<file path="config.mk">
export PLATFORM = sky130hd
export DESIGN_NAME = ncc_div
export DESIGN_NICKNAME = d
export VERILOG_FILES = /design/src/sv/ncc_pkg.sv /design/src/sv/ncc_div.sv
export SDC_FILE = /design/constraint.sdc
export NUM_CORES = 1
export LEC_CHECK = 0
export ABC_AREA = 1
export BUFFER_PORTS_ARGS = -buffer_cell sky130_fd_sc_hd__clkbuf_2
export CAP_MARGIN = 20
export CORE_MARGIN = 8
export CORE_UTILIZATION = 40
export CTS_CLUSTER_DIAMETER = 40
export DETAILED_ROUTE_END_ITERATION = 8
export HOLD_SLACK_MARGIN = 0.02
export PLACE_DENSITY_LB_ADDON = 0.3
export SLEW_MARGIN = 20
export SYNTH_ARGS = -nofsm -noshare
export SYNTH_HDL_FRONTEND = slang
export SYNTH_SLANG_ARGS = --single-unit
</file>
<file path="constraint.sdc">
create_clock -name clk_i -period 2.4 [get_ports clk_i]
set_clock_uncertainty 0.05 [all_clocks]
set_input_delay 0.12 -clock clk_i [delete_from_list [all_inputs] [get_ports clk_i]]
set_output_delay 0.12 -clock clk_i [all_outputs]
set_load 0.1 [all_outputs]
</file>
<file path="src/sv/ncc_pkg.sv">
// Shared constants and types for the nearest centroid clusterer.
// No dependencies; every other file imports this package.
package ncc_pkg;

  localparam int unsigned CntW      = 16;
  localparam int unsigned ThrW      = 34;
  localparam logic [ThrW-1:0] ThrReset = 34'd14745600;
  localparam logic [CntW-1:0] CntMax   = 16'hFFFF;

  typedef enum logic [2:0] {
    ST_IDLE,
    ST_SCAN,
    ST_DECIDE,
    ST_MUL,
    ST_DIVGO,
    ST_DIV,
    ST_DONE
  } state_e;

endpackage

</file>
<file path="src/sv/ncc_div.sv">
// Restoring divider, one quotient bit per cycle.
// Depends only on ncc_pkg.
module ncc_div #(
  parameter int unsigned NUM_W = 32,
  parameter int unsigned DEN_W = 16
) (
  input  logic             clk_i,
  input  logic             rst_ni,
  input  logic             start_i,
  input  logic [NUM_W-1:0] num_i,
  input  logic [DEN_W-1:0] den_i,
  output logic             done_o,
  output logic [NUM_W-1:0] quo_o
);
  import ncc_pkg::*;

  localparam int unsigned CW = $clog2(NUM_W + 1);

  logic             busy_q;
  logic             done_q;
  logic [CW-1:0]    cnt_q;
  logic [NUM_W-1:0] quo_q;
  logic [DEN_W-1:0] rem_q;
  logic [DEN_W-1:0] den_q;
  logic [DEN_W:0]   trial;
  logic             fits;

  assign trial = {rem_q, quo_q[NUM_W-1]};
  assign fits  = (trial >= {1'b0, den_q});

  always_ff @(posedge clk_i or negedge rst_ni) begin
    if (!rst_ni) begin
      busy_q <= 1'b0;
      done_q <= 1'b0;
      cnt_q  <= '0;
    end else begin
      done_q <= 1'b0;
      if (start_i) begin
        busy_q <= 1'b1;
        cnt_q  <= CW'(NUM_W);
      end else if (busy_q) begin
        cnt_q <= cnt_q - 1'b1;
        if (cnt_q == CW'(1)) begin
          busy_q <= 1'b0;
          done_q <= 1'b1;
        end
      end
    end
  end

  always_ff @(posedge clk_i) begin
    if (start_i) begin
      quo_q <= num_i;
      rem_q <= '0;
      den_q <= den_i;
    end else if (busy_q) begin
      rem_q <= fits ? DEN_W'(trial - {1'b0, den_q}) : trial[DEN_W-1:0];
      quo_q <= {quo_q[NUM_W-2:0], fits};
    end
  end

  assign done_o = done_q;
  assign quo_o  = quo_q;

endmodule

</file>
* After elaboration in Yosys (flattened, before gate mapping)
Cells that the tools add are included.
** Operators by class
- $add $sub $neg :: 2
- $lt $le $gt $ge :: 1
- Equality and inequality tests :: 1
- Multiplexer cells :: 11
- Reductions and logical operators :: 1
** Operator list (number)
- $mux W32 :: 2
- $ge A17 B16 Y1 :: 1
- $mux W16 :: 1
- $sub A16 B16 Y16 :: 1
- $mux W6 :: 2
- $eq A6 B1 Y1 const B :: 1
- $mux W1 :: 6
- $sub A6 B1 Y6 const B :: 1
- $reduce_bool A2 Y1 :: 1
** Storage, ports and cells
- Register bits :: 72
- Bits of input ports :: 51
- Output and inout port bits :: 33
- Logic and storage cells :: 22

* Logic depth before layout (Yosys ltp)
- Word-level depth :: 4
- Gate-level depth with buffers :: 14
- Mapped depth without buffers :: 14

* Least setup slack after synthesis
OpenSTA, ideal clock, no wires.
- Path type :: reg-to-reg
- From :: register quo_q[31], in the netlist quo_o[31]
- To :: register rem_q[8]
- Library setup time :: 0.113 ns
- Data arrival time :: 2.351 ns
- Setup slack :: -0.115 ns
- Cell stages (with the launch flop) :: 12
- Path buffers :: 0
- Clock period less this slack :: 2.515 ns
- Cells stage by stage :: edfxtp_1 -> inv_1 -> ha_1 -> fa_1 -> o21bai_1 -> nand2_1 -> nand3_1 -> nand2_1 -> nand2_1 -> nand2_1 -> nand3_1 -> nand2_1
** On the way
- Word-level cells in the longest chain between the ends :: 2
- Elaborated cells on any way between the ends :: 3
** Ends and longest elaborated chain
- start, declared :: RTL line ncc_div.sv:22 : logic [NUM_W-1:0] quo_q;
- start signal, assigned :: RTL line ncc_div.sv:53 : quo_q <= num_i;
- start signal, assigned :: RTL line ncc_div.sv:58 : quo_q <= {quo_q[NUM_W-2:0], fits};
- $sub A16 B16 Y16 or $ge A17 B16 Y1 (tied branches) :: RTL line ncc_div.sv:57, ncc_div.sv:29
- $mux W16 * :: RTL line ncc_div.sv:57 : rem_q <= fits ? DEN_W'(trial - {1'b0, den_q}) : trial[DEN_W-1:0];
- end signal, assigned :: RTL line ncc_div.sv:57
- end, declared :: RTL line ncc_div.sv:23 : logic [DEN_W-1:0] rem_q;
Mark *: on every way between the ends. The rest lies on a longest branch, timed or not.
A chain may end at the register's enable or synchronous reset.

* Worst setup path after layout
- From :: register den_q[9]
- To :: register rem_q[9]
** On the way
- Word-level cells in the longest chain between the ends :: 2
- Elaborated cells on any way between the ends :: 3
** Ends and longest elaborated chain
- start, declared :: RTL line ncc_div.sv:24 : logic [DEN_W-1:0] den_q;
- start signal, assigned :: RTL line ncc_div.sv:55 : den_q <= den_i;
- $sub A16 B16 Y16 or $ge A17 B16 Y1 (tied branches) :: RTL line ncc_div.sv:57, ncc_div.sv:29
- $mux W16 * :: RTL line ncc_div.sv:57
Marked as above.

==> impl_metrics.env <==
export IMPL_rsz0062_at_grt="false"
export IMPL_rows=36
export IMPL_setup_viol=0
export IMPL_start_kind="register"
export IMPL_routed_wl_mm=10.4
export IMPL_pwr_share_seq_pct=31.4
export IMPL_dp_hpwl_mm=7.36
export IMPL_yosysWarnings=0
export IMPL_synth_distinct_cells=35
export IMPL_highest_layer="met4"
export IMPL_gp_congestion=0.896
export IMPL_place_area_sq_um=4630
export IMPL_cp_data_required_time_ns=2.59
export IMPL_syn_nets=585
export IMPL_async_flop_share_pct=11.1
export IMPL_reg2regPathDepth=11
export IMPL_timing_setup_tns_ns=0
export IMPL_synth_top_area_cell="edfxtp_1"
export IMPL_overflow=0
export IMPL_dr_wl_met2_mm=4.81
export IMPL_internal_power_w=0.00300
export IMPL_syn_inst=515
export IMPL_arrival_ns=2.27
export IMPL_status="finished clean"
export IMPL_first_iter_violations=228
export IMPL_pwr_share_clk_pct=18.8
export IMPL_worstMarginPinSlew_ns=0.596
export IMPL_io_buffer_count=83
export IMPL_vias=3698
export IMPL_wl_met3_um=775
export IMPL_clockRootBuffer="clkbuf_8"
export IMPL_criticalPathCategory="reg -> reg"
export IMPL_min_to="quo_o[0]$_DFFE_PP_"
export IMPL_yosysSeqAreaShare_pct=48.3
export IMPL_max_freq_mhz=480
export IMPL_power_density_nw_per_um2=1030
export IMPL_firstDrtPassIters=5
export IMPL_relSlewSlack_pct=60.1
export IMPL_grt_first_pass_wirelength_mm=17.9
export IMPL_cts_sinks=72
export IMPL_p_comb_share_pct=49.8
export IMPL_fin_area_sq_um=5350
export IMPL_fin_util_pct=54.4
export IMPL_cts_buffers=9
export IMPL_drc=0
export IMPL_area_growth_pct=31.7
export IMPL_r2r_end="rem_q[9]$_SDFFE_PP0P_"
export IMPL_dieWidth_um=117
export IMPL_critPathCaptureType="register"
export IMPL_first_global_vias=3911
export IMPL_post_cts_resized=0
export IMPL_coreArea_sq_um=9820
export IMPL_slew_viol_final=0
export IMPL_io_pins=84
export IMPL_maxCapViolations=0
export IMPL_synth_top_area_share_pct=35.5
export IMPL_synth_area_per_cell_sq_um=7.88
export IMPL_whs_path_depth=3
export IMPL_wl_met1_mm=4.73
export IMPL_n_fill_cell=945
export IMPL_max_clock_path_buffers=2
export IMPL_hold_viol=0
export IMPL_die_area_sq_um=13600
export IMPL_wire_per_inst_um=13.2
export IMPL_yosys_top_cells_area="edfxtp_1, nand2_1, dfxtp_1, inv_1, ha_1"
export IMPL_clkTransAtPathRegs_ns=0.08
export IMPL_r2r_start="den_q[9]$_DFFE_PP_"
export IMPL_htree_levels=3
export IMPL_initial_core_util_pct=41.3
export IMPL_synth_edf_count=48
export IMPL_irDropWorstVdd_mv=0.505
export IMPL_ant_nets=0
export IMPL_hold_path_class="in -> reg"
export IMPL_ff2ff_setup_slack_ns=0.32
export IMPL_finalCriticalPeriod_ns=2.08
export IMPL_whs_ns=0.0893
export IMPL_cts_tree="built"
export IMPL_n_antenna_cell=0
export IMPL_synthesis_area_sq_um=4060
export IMPL_antenna_found_initial=0
export IMPL_via_per_inst=4.68
export IMPL_grt_max_degree=40
export IMPL_ys_flop_type="edfxtp_1"
export IMPL_fin_crit_sh_pct=86.8
export IMPL_power_switching_w=0.00251
export IMPL_hold_path_startpoint="num_i[0]"
export IMPL_cp_max_fo=18
export IMPL_grt_usage_pct=16.5
export IMPL_p_sw_share_pct=45.5
export IMPL_drive_gt1_share_pct=19.2
export IMPL_fin_nets=722
export IMPL_p_leak_nw=2.79
export IMPL_die_y_um=117
export IMPL_clk_latency_ns=0.35
export IMPL_ys_seq_elements=72
through the flow:
step	std cells	power [W]	setup WS (ns)
floorplan	515	0.00386	0.0395
global placement	723	0.00432	0.183
detailed placement	723	0.00436	0.141
CTS	787	0.00547	0.109
global route	790	0.00595	0.111
finish	790	0.00551	0.316
cell type report:
type / instances / area [sq um] / area share [%]
Clock buffer: 10 / 138 / 2.57
Timing Repair Buffer: 139 / 956 / 17.9
Multi-Input combinational cell: 353 / 1760 / 33.0
Inverter: 77 / 289 / 5.41
Sequential cell: 72 / 1960 / 36.7
Tap cell: 133 / 166 / 3.11
Clock inverter: 6 / 73.8 / 1.38
worst max-delay path, stage by stage, from the launching register on:
cell,delay [ns]
edfxtp_1,0.33
inv_1,0.04
ha_1,0.39
nand2_1,0.10
inv_1,0.09
nand2_1,0.09
nor2_1,0.20
nand2_4,0.20
nand2_4,0.25
nand2_1,0.08
nand3_1,0.08
o21ai_1,0.07
power by group through the flow:
stage,Clock [W],Sequential (W),Combinational [W]
finish,0.00103,0.00173,0.00274
CTS,0.00106,0.00173,0.00268
detailed placement,0,0.00175,0.00261
global route,0.00112,0.00176,0.00308
global placement,0,0.00174,0.00258
floorplan,0,0.00223,0.00164
registers in the layout (all words and copies together), names as in the netlist:
signal / cells
done_o: 1
rem_q: 16
cnt_q: 6
quo_o: 32
den_q: 16
busy_q: 1
routing by layer:
metal,track usage (%),up-vias
met5,0,-
met3,5.79,7
met4,4.52,0
met2,27.7,95
li1,-,1907
met1,19.5,1689
worst max path at each step:
stage	start	endpoint	slack, ns	cells past startpoint
2_1_floorplan	quo_o[31]$_DFFE_PP_	rem_q[8]$_SDFFE_PP0P_	0.04	11
3_3_place_gp	den_q[12]$_DFFE_PP_	rem_q[12]$_SDFFE_PP0P_	0.18	9
3_5_place_dp	den_q[12]$_DFFE_PP_	rem_q[9]$_SDFFE_PP0P_	0.14	9
4_1_cts	den_q[12]$_DFFE_PP_	rem_q[9]$_SDFFE_PP0P_	0.11	9
5_1_grt	den_q[6]$_DFFE_PP_	rem_q[4]$_SDFFE_PP0P_	0.11	11
6_report	den_q[9]$_DFFE_PP_	rem_q[9]$_SDFFE_PP0P_	0.32	11
logic make-up (layout without fill, tap and decap cells):
| group | Yosys count | count (layout) | synth area share (%) |
|---|---|---|---|
| AO/OA/AOI/OAI | 33 | 33 | 4.53 |
| XOR/XNOR | 6 | 6 | 1.29 |
| adder cells (fa/ha/maj) | 19 | 19 | 6.04 |
| buffers and inverters | 90 | 232 | 8.66 |
| flip-flops | 72 | 72 | 48.3 |
| AND/OR/NAND/NOR | 295 | 295 | 31.2 |
cell usage after synthesis (all sizes together), types with 2 or more instances:
cell type,number
a21oi,13
buf,5
clkbuf,8
dfrtp,8
dfxtp,16
edfxtp,48
ha,18
inv,77
nand2,213
nand3,44
nand3b,6
nand4,4
nor2,21
nor3,4
o21ai,16
o21bai,2
xnor2,5
cell usage in the layout (no fill, tap or decap), types with 2 or more instances in the layout:
cell,Yosys,final
nand3_1,40,40
xnor2_1,5,5
a21oi_1,12,12
ha_1,18,17
clkbuf_8,0,10
nand2_2,3,3
nand3b_1,6,6
nand2_1,208,208
nor2_1,17,17
nand2_4,2,2
buf_4,1,8
nor2_2,3,3
clkinv_4,0,2
nand4_1,4,4
inv_1,77,76
nor3_1,4,4
dfrtp_1,8,8
o21ai_1,2,2
o21bai_1,2,2
clkbuf_2,0,83
nand3_2,4,4
o21ai_2,2,2
dfxtp_1,16,16
inv_6,0,3
edfxtp_1,48,48
o21ai_0,12,12
dlygate4sd3_1,0,48
what timing repair did:
action | 4_1_cts | 5_1_grt
hold buffers | 48 | 0
buffers inserted | 0 | 3
hold endpoints to repair | 55 | 0
endpoints found under the setup margin | 0 | 15
Power figures use the tool's default switching activity.
