**src/sv/ncc_pkg.sv**
```systemverilog
// Shared constants and types for the nearest centroid clusterer.
// No dependencies; every other file imports this package.
package ncc_pkg;

  localparam int unsigned CntW      = 16;
  localparam int unsigned ThrW      = 34;
  localparam logic [ThrW-1:0] ThrReset = 34'd14745600;
  localparam logic [CntW-1:0] CntMax   = 16'hFFFF;

  typedef enum logic [2:0] {
    ST_IDLE,
    ST_SCAN,
    ST_DECIDE,
    ST_MUL,
    ST_DIVGO,
    ST_DIV,
    ST_DONE
  } state_e;

endpackage

```
**src/sv/ncc_cell.sv**
```systemverilog
// One cluster cell of the scan chain: holds one centroid and count, and
// compares the passing point against it over two register stages. Uses ncc_pkg.
module ncc_cell #(
  parameter int unsigned CB       = 16,
  parameter int unsigned IDX_W    = 5,
  parameter int unsigned IU_W     = 6,
  parameter int unsigned CELL_IDX = 0
) (
  input  logic                     clk_i,
  input  logic                     rst_ni,
  input  logic [IU_W-1:0]          in_use_i,
  input  logic                     valid_i,
  input  logic [CB-1:0]            px_i,
  input  logic [CB-1:0]            py_i,
  input  logic [CB-1:0]            pz_i,
  input  logic                     found_i,
  input  logic [2*CB+1:0]          best_i,
  input  logic [IDX_W-1:0]         bidx_i,
  input  logic [CB-1:0]            bcx_i,
  input  logic [CB-1:0]            bcy_i,
  input  logic [CB-1:0]            bcz_i,
  input  logic [ncc_pkg::CntW-1:0] bcnt_i,
  output logic                     valid_o,
  output logic [CB-1:0]            px_o,
  output logic [CB-1:0]            py_o,
  output logic [CB-1:0]            pz_o,
  output logic                     found_o,
  output logic [2*CB+1:0]          best_o,
  output logic [IDX_W-1:0]         bidx_o,
  output logic [CB-1:0]            bcx_o,
  output logic [CB-1:0]            bcy_o,
  output logic [CB-1:0]            bcz_o,
  output logic [ncc_pkg::CntW-1:0] bcnt_o,
  input  logic                     wr_en_i,
  input  logic [IDX_W-1:0]         wr_idx_i,
  input  logic [CB-1:0]            wr_cx_i,
  input  logic [CB-1:0]            wr_cy_i,
  input  logic [CB-1:0]            wr_cz_i,
  input  logic [ncc_pkg::CntW-1:0] wr_cnt_i
);
  import ncc_pkg::*;

  localparam int unsigned DW = 2 * CB + 2;

  logic [CB-1:0]   cx_q, cy_q, cz_q;
  logic [CntW-1:0] cnt_q;
  logic [CB-1:0]   dx, dy, dz;

  logic            a_valid_q;
  logic [CB-1:0]   a_px_q, a_py_q, a_pz_q;
  logic            a_found_q;
  logic [DW-1:0]   a_best_q;
  logic [IDX_W-1:0] a_bidx_q;
  logic [CB-1:0]   a_bcx_q, a_bcy_q, a_bcz_q;
  logic [CntW-1:0] a_bcnt_q;
  logic [2*CB-1:0] sqx_q, sqy_q, sqz_q;

  logic [DW-1:0]   dist_sum;
  logic            take;

  logic            b_valid_q;
  logic [CB-1:0]   b_px_q, b_py_q, b_pz_q;
  logic            b_found_q;
  logic [DW-1:0]   b_best_q;
  logic [IDX_W-1:0] b_bidx_q;
  logic [CB-1:0]   b_bcx_q, b_bcy_q, b_bcz_q;
  logic [CntW-1:0] b_bcnt_q;

  assign dx = (px_i > cx_q) ? px_i - cx_q : cx_q - px_i;
  assign dy = (py_i > cy_q) ? py_i - cy_q : cy_q - py_i;
  assign dz = (pz_i > cz_q) ? pz_i - cz_q : cz_q - pz_i;

  always_ff @(posedge clk_i) begin
    if (wr_en_i && (wr_idx_i == IDX_W'(CELL_IDX))) begin
      cx_q  <= wr_cx_i;
      cy_q  <= wr_cy_i;
      cz_q  <= wr_cz_i;
      cnt_q <= wr_cnt_i;
    end
  end

  always_ff @(posedge clk_i or negedge rst_ni) begin
    if (!rst_ni) begin
      a_valid_q <= 1'b0;
      b_valid_q <= 1'b0;
    end else begin
      a_valid_q <= valid_i;
      b_valid_q <= a_valid_q;
    end
  end

  always_ff @(posedge clk_i) begin
    a_px_q   <= px_i;
    a_py_q   <= py_i;
    a_pz_q   <= pz_i;
    a_found_q <= found_i;
    a_best_q <= best_i;
    a_bidx_q <= bidx_i;
    a_bcx_q  <= bcx_i;
    a_bcy_q  <= bcy_i;
    a_bcz_q  <= bcz_i;
    a_bcnt_q <= bcnt_i;
    sqx_q    <= (2*CB)'(dx) * (2*CB)'(dx);
    sqy_q    <= (2*CB)'(dy) * (2*CB)'(dy);
    sqz_q    <= (2*CB)'(dz) * (2*CB)'(dz);
  end

  assign dist_sum = DW'(sqx_q) + DW'(sqy_q) + DW'(sqz_q);
  assign take = (IU_W'(CELL_IDX) < in_use_i) && (!a_found_q || (dist_sum < a_best_q));

  always_ff @(posedge clk_i) begin
    b_px_q    <= a_px_q;
    b_py_q    <= a_py_q;
    b_pz_q    <= a_pz_q;
    b_found_q <= a_found_q || take;
    b_best_q  <= take ? dist_sum : a_best_q;
    b_bidx_q  <= take ? IDX_W'(CELL_IDX) : a_bidx_q;
    b_bcx_q   <= take ? cx_q : a_bcx_q;
    b_bcy_q   <= take ? cy_q : a_bcy_q;
    b_bcz_q   <= take ? cz_q : a_bcz_q;
    b_bcnt_q  <= take ? cnt_q : a_bcnt_q;
  end

  assign valid_o = b_valid_q;
  assign px_o    = b_px_q;
  assign py_o    = b_py_q;
  assign pz_o    = b_pz_q;
  assign found_o = b_found_q;
  assign best_o  = b_best_q;
  assign bidx_o  = b_bidx_q;
  assign bcx_o   = b_bcx_q;
  assign bcy_o   = b_bcy_q;
  assign bcz_o   = b_bcz_q;
  assign bcnt_o  = b_bcnt_q;

endmodule

```
**config.mk**
```make
export PLATFORM = sky130hd
export DESIGN_NAME = ncc_cell
export DESIGN_NICKNAME = d
export VERILOG_FILES = /design/src/sv/ncc_pkg.sv /design/src/sv/ncc_cell.sv
export SDC_FILE = /design/constraint.sdc
export NUM_CORES = 2
export LEC_CHECK = 0
export ABC_CLOCK_PERIOD_IN_PS = 8760
export BUFFER_PORTS_ARGS = -buffer_cell sky130_fd_sc_hd__buf_4
export CORE_ASPECT_RATIO = 1.4
export CORE_MARGIN = 5
export CORE_UTILIZATION = 56
export CTS_CLUSTER_SIZE = 8
export DETAILED_ROUTE_END_ITERATION = 8
export GPL_ROUTABILITY_DRIVEN = 0
export PLACE_DENSITY = 0.79
export SKIP_LAST_GASP = 1
export SYNTH_ARGS = -nofsm -noshare
export SYNTH_HDL_FRONTEND = slang
export SYNTH_SLANG_ARGS = --single-unit
```
**constraint.sdc**
```tcl
create_clock -name clk_i -period 8.76 [get_ports clk_i]
set_input_delay 1.314 -clock clk_i [delete_from_list [all_inputs] [get_ports clk_i]]
set_output_delay 1.314 -clock clk_i [all_outputs]
set_load 0.02 [all_outputs]
```
# Word level (Yosys, flattened, before mapping)
# Cells that the tools add are included.
op_classes:
  mux: 8
  reduce_logical: 6
  multipliers: 3
  order_cmp: 5
  n_addsub: 8
op_table:
  columns: ["cell", "n"]
  rows:
  - ["$mux 16", 7]
  - ["$mul 16x16->32", 3]
  - ["$sub 16x16->16", 6]
  - ["$gt 16x16->1", 3]
  - ["$add 33x32->34", 1]
  - ["$lt 34x34->1", 1]
  - ["$mux 34", 1]
  - ["$add 32x32->33", 1]
  - ["$lt 1x6->1 const A", 1]
  - ["$logic_not 5->1", 1]
  - ["$logic_and 1x1->1", 2]
  - ["$logic_or 1x1->1", 2]
  - ["$logic_not 1->1", 1]
totals:
  out_inout_bits: 153
  reg_bits: 466
  wordCells: 59
  inputBits: 231

# Logic depth before layout (Yosys ltp)
logic_depth:
  word_depth: 6
  depth_mapped: 40
  depth_no_buf: 37

# Worst setup path after synthesis
# OpenSTA, ideal clock, no wires.
synth_path:
  path_type: "input to register"
  startpoint: "input pz_i[0]"
  endpoint: "register sqz_q[31]"
  path_buffers: 1
  required_ns: 8.638
  t_arrival_ns: 9.544
  path_stages: 36
  path_slack_ns: -0.906
  path_cell_list: "inv_1 -> ha_1 -> inv_1 -> fa_1 -> a21o_1 -> a221oi_1 -> a211oi_1 -> a21oi_1 -> buf_2 -> nor2_1 -> a21oi_1 -> nand4_1 -> o21ai_0 -> xnor2_1 -> clkinv_1 -> nand2_1 -> fa_1 -> fa_1 -> inv_1 -> fa_1 -> fa_1 -> fa_1 -> inv_1 -> fa_1 -> inv_1 -> ha_1 -> a211oi_1 -> a211oi_1 -> and3_1 -> a211o_1 -> o41ai_1 -> o211ai_1 -> o21a_1 -> nor2_1 -> o21ai_0 -> xnor2_1"
synth_via:
  elab_chain_len: 3
synth_lines:
  columns: ["element", "line_no", "text"]
  rows:
  - ["from (decl)", "ncc_cell.sv:15", "input logic [CB-1:0] pz_i,"]
  - ["$sub 16x16->16 / $gt 16x16->1 (equally long branches)", "ncc_cell.sv:71", "assign dz = (pz_i > cz_q) ? pz_i - cz_q : cz_q - pz_i;"]
  - ["$mux 16 *", "ncc_cell.sv:71", null]
  - ["$mul 16x16->32 *", "ncc_cell.sv:105", "sqz_q <= (2*CB)'(dz) * (2*CB)'(dz);"]
  - ["to (signal assigned)", "ncc_cell.sv:105", null]
  - ["to (decl)", "ncc_cell.sv:56", "logic [2*CB-1:0] sqx_q, sqy_q, sqz_q;"]
# Mark *: on every way between the ends. The rest lies on a longest branch, timed or not.
# A chain may end at the register's enable or synchronous reset.

# Worst setup path in the final report
layout_path:
  startpoint: "input px_i[5]"
  endpoint: "register sqx_q[31]"
layout_via:
  elab_chain_len: 3
layout_lines:
  columns: ["element", "line_no", "text"]
  rows:
  - ["from (decl)", "ncc_cell.sv:13", "input logic [CB-1:0] px_i,"]
  - ["$sub 16x16->16 / $gt 16x16->1 (equally long branches)", "ncc_cell.sv:69", "assign dx = (px_i > cx_q) ? px_i - cx_q : cx_q - px_i;"]
  - ["$mux 16 *", "ncc_cell.sv:69", null]
  - ["$mul 16x16->32 *", "ncc_cell.sv:103", "sqx_q <= (2*CB)'(dx) * (2*CB)'(dx);"]
  - ["to (signal assigned)", "ncc_cell.sv:103", null]
  - ["to (decl)", "ncc_cell.sv:56", null]
# Marks and branches as above.

==> insert_results.sql <==
INSERT INTO impl_metrics (metric_group, metric, value, unit) VALUES
('final_layout', 'fillerInstances', '4399', ''),
('flow_run', 'max_cap_viol_count', '0', ''),
('sta', 'fin_crit_sh', '106', '%'),
('sta', 'slew_violations', '0', ''),
('grt', 'grt_max_degree', '86', ''),
('synth', 'synth_top_cells_by_count', '859 x sky130_fd_sc_hd__inv_1, 525 x sky130_fd_sc_hd__fa_1, 449 x sky130_fd_sc_hd__ha_1', ''),
('sta', 'grt_setup_unrepaired', 'true', ''),
('clock_tree', 'clockBufferDepth', '3', ''),
('grt', 'top_usage_layer', 'met2', ''),
('synth', 'synth_top_area_share', '26.6', '%'),
('grt', 'met3_usage', '5.58', '%'),
('route', 'drtIter0Drc', '1968', ''),
('worst_setup_path', 'critPathTopFamily', 'adder cells', ''),
('clock_tree', 'clkSinkCount', '463', ''),
('sta', 'relSlewSlack', '33.7', '%'),
('clock_tree', 'cts_htree_levels', '3', ''),
('sta', 'post-route-min-period', '9.25', 'ns'),
('worst_setup_path', 'crit_path_top_delay_cell', 'sky130_fd_sc_hd__fa_1', ''),
('floorplan', 'initial_core_util', '56.4', '%'),
('grt', 'grt_pass1_wl', '177000', 'um'),
('clock_tree', 'clockRootBuffer', 'sky130_fd_sc_hd__clkbuf_16', ''),
('synth', 'post_synth_num_cell_types', '89', ''),
('clock_tree', 'clk-insertion-delay-late', '0.62', 'ns'),
('grt', 'globalRoute.totalOverflow', '0', ''),
('synth', 'post_synth.cell_area_avg', '9.74', 'um2'),
('clock_tree', 'tritoncts', 'done', ''),
('floorplan', 'design.die.area', '0.0761', 'mm2'),
('clock_tree', 'cts_inserted_buffers', '69', ''),
('sta', 'timing.clock.skew', '0.0410', 'ns'),
('run_status', 'outcome', 'finished with violations', ''),
('worst_setup_path', 'setup.worst_path.start_class', 'primary input', ''),
('grt', 'number_of_global_route_vias_before_repair', '35600', ''),
('worst_setup_path', 'setup.worst_path.class', 'in -> reg', ''),
('route', 'average_via_count_per_standard_cell', '5.42', ''),
('synth', 'yosys_register_bits', '463', ''),
('sta', 'fmax', '108', 'MHz'),
('route', 'route.detailed.drc', '0', ''),
('synth', 'ys_seq_area_share', '25.1', '%'),
('final_layout', 'num-nets-final', '6379', ''),
('synth', 'synth.area.top_cells', 'sky130_fd_sc_hd__fa_1 27%, sky130_fd_sc_hd__dfxtp_1 20%, sky130_fd_sc_hd__ha_1 14%', ''),
('final_layout', 'post_route_cells_drive_above_1_share', '30.9', '%'),
('floorplan', 'die_x_extent', '235', 'um'),
('final_layout', 'area_growth_syn_to_layout', '33.8', '%'),
('clock_tree', 'worst_setup_hold_path_clk_slew', '0.06', 'ns'),
('grt', 'global_route.usage.total', '28.5', '%'),
('worst_setup_path', 'timing.critical_path.to_type', 'flop', ''),
('clock_tree', 'holdBufCountCts', '0', ''),
('worst_setup_path', 'cpPeakStageDelay', '0.76', 'ns'),
('route', 'drt_first_pass_iters', '9', ''),
('route', 'antenna_left', '0', ''),
('worst_setup_path', 'crit_buf_inv', '9', ''),
('synth', 'async_flop_share', '0.432', '%'),
('synth', 'synthMostInstantiatedCell', 'sky130_fd_sc_hd__inv_1', ''),
('final_layout', 'num_antenna_cells', '0', ''),
('route', 'num_vias', '33400', ''),
('worst_hold_path', 'worst_min_delay_path_category', 'reg -> reg', ''),
('floorplan', 'ios', '384', ''),
('floorplan', 'core_area', '0.0702', 'mm2'),
('worst_setup_path', 'cp_max_fo', '7', ''),
('sta', 'setup_tns', '-3.64', 'ns'),
('placement', 'dpl_hpwl', '89300', 'um'),
('synth', 'post_syn_instances', '4061', ''),
('sta', 'timing_worst_slew_pin_value', '0.969', 'ns'),
('synth', 'largest_area_contributor_in_the_netlist', 'sky130_fd_sc_hd__fa_1', ''),
('worst_setup_path', 'timing.critical_path.arrival', '9.80', 'ns'),
('worst_setup_path', 'timing.critical_path.mode_cell', 'sky130_fd_sc_hd__fa_1', ''),
('route', 'postRouteWirelength', '118000', 'um'),
('sta', 'finalSetupViolCount', '16', ''),
('worst_setup_path', 'critPathRequiredTime', '9.30', 'ns'),
('route', 'post_drt_wl_per_cell', '19.2', 'um'),
('grt', 'grt_antenna_before_repair', '1', ''),
('synth', 'synth_top_flop_cell', 'sky130_fd_sc_hd__dfxtp_1', ''),
('placement', 'port-buffer-count', '383', ''),
('synth', 'synthesis.yosys.warnings', '0', ''),
('sta', 'layout_setup_ws', '-0.495', 'ns'),
('run_status', 'violated_checks', 'negative setup slack', ''),
('floorplan', 'die_height', '325', 'um'),
('grt', 'grt_util_met2', '51.9', '%'),
('floorplan', 'placement_rows', '115', ''),
('grt', 'met1_usage', '30.6', '%'),
('synth', 'cell_area_after_synthesis', '0.0396', 'mm2'),
('synth', 'synth_enable_flop_cells', '64', ''),
('sta', 'final-hold-violation-count', '0', '');
## path summary, 6_finish.rpt
path	to	cells after the start	from	slack [ns]
worst min-delay path	px_o[13]	0	a_px_q[13]	0.31
max in group asynchronous	valid_o	1	rst_ni	8.20
worst max register to register	sqx_q[31]	33	cx_q[5]	-0.16
min in group asynchronous	a_valid_q	1	rst_ni	0.47
worst max-delay path	sqx_q[31]	35	px_i[5]	-0.49
worst min register to register	px_o[13]	0	a_px_q[13]	0.31
## sequential cells by signal, indices dropped and copies added (netlist names), 31 cells and up
register,cells
sqz_q,31
sqy_q,31
best_o,34
sqx_q,31
a_best_q,34
## worst reg2reg max path, delay by kind of cell, from the launching register on
| kind | cells | cell delay, ns |
|---|---|---|
| adders and majority gates | 8 | 3.79 |
| buffers and inverters | 7 | 0.83 |
| AOI/OAI and AO/OA | 10 | 2.24 |
| DFF | 1 | 0.46 |
| xor gates and xnor gates | 3 | 0.70 |
| and+or+nand+nor | 5 | 0.84 |
## layout make-up
cell class / count / area (um2) / area share (%)
inverters: 874 / 3320 / 6.27
well taps: 936 / 1170 / 2.21
flip-flops and latches: 463 / 9920 / 18.7
repair buffers: 1130 / 8840 / 16.7
multi-input cells: 2636 / 27600 / 52.2
clock inverters: 7 / 115 / 0.217
clock buffers: 109 / 1950 / 3.68
## routing by layer
| layer | vias up | share of wire [%] |
|---|---|---|
| met5 | - | 0.011 |
| li1 | 15100 | - |
| met4 | 2 | 7.7 |
| met1 | 16200 | 34 |
| met2 | 1497 | 51 |
| met3 | 586 | 7.1 |
## cell usage in the layout, fill, tap and decap left out, types with 35 or more instances in the layout
| master | instances |
|---|---|
| sky130_fd_sc_hd__mux2_2 | 54 |
| sky130_fd_sc_hd__o21ai_0 | 109 |
| sky130_fd_sc_hd__inv_1 | 810 |
| sky130_fd_sc_hd__clkbuf_1 | 35 |
| sky130_fd_sc_hd__xnor2_1 | 98 |
| sky130_fd_sc_hd__buf_6 | 35 |
| sky130_fd_sc_hd__a21o_1 | 91 |
| sky130_fd_sc_hd__nand2_1 | 277 |
| sky130_fd_sc_hd__clkbuf_16 | 72 |
| sky130_fd_sc_hd__nor2_1 | 262 |
| sky130_fd_sc_hd__o21a_1 | 35 |
| sky130_fd_sc_hd__inv_2 | 50 |
| sky130_fd_sc_hd__buf_4 | 1076 |
| sky130_fd_sc_hd__a21oi_1 | 143 |
| sky130_fd_sc_hd__xor2_1 | 44 |
| sky130_fd_sc_hd__edfxtp_1 | 64 |
| sky130_fd_sc_hd__fa_1 | 498 |
| sky130_fd_sc_hd__dfxtp_1 | 397 |
| sky130_fd_sc_hd__ha_1 | 407 |
## repair_timing
action | in CTS | in global routing
pin swaps | 12 | 167
buffers inserted | 10 | 79
gates cloned | 2 | 2
setup endpoints to repair | 9 | 36
resized for setup | 15 | 304
## kinds of logic (layout without fill, tap and decap cells)
family / Yosys count / in the layout / synth area share (%)
adders and majority gates: 974 / 974 / 40.8
buffers and inverters: 963 / 2120 / 9.31
and+or+nand+nor: 824 / 824 / 9.18
AOI/OAI and AO/OA: 592 / 592 / 9.64
DFF: 463 / 463 / 25.1
xor gates and xnor gates: 175 / 175 / 4.13
muxes: 68 / 68 / 1.90
other: 2 / 3 / 0.0190
## per-stage QoR
step | hold slack [ns] | cells | worst slack [ns] | area [um2] | utilization (%)
2_1_floorplan | 0.310 | 4062 | -0.281 | 40300 | -
3_3_place_gp | 0.310 | 5952 | -0.607 | 48900 | 69.7
3_5_place_dp | 0.312 | 5952 | -0.783 | 48900 | 69.7
4_1_cts | 0.322 | 6080 | -0.00575 | 51100 | 72.8
5_1_grt | 0.327 | 6155 | -0.707 | 52900 | 75.4
6_report | 0.310 | 6155 | -0.495 | 52900 | 75.4
Power is not shown: default switching activity piles up to over one toggle a cycle in this logic, so the estimate is an artifact.
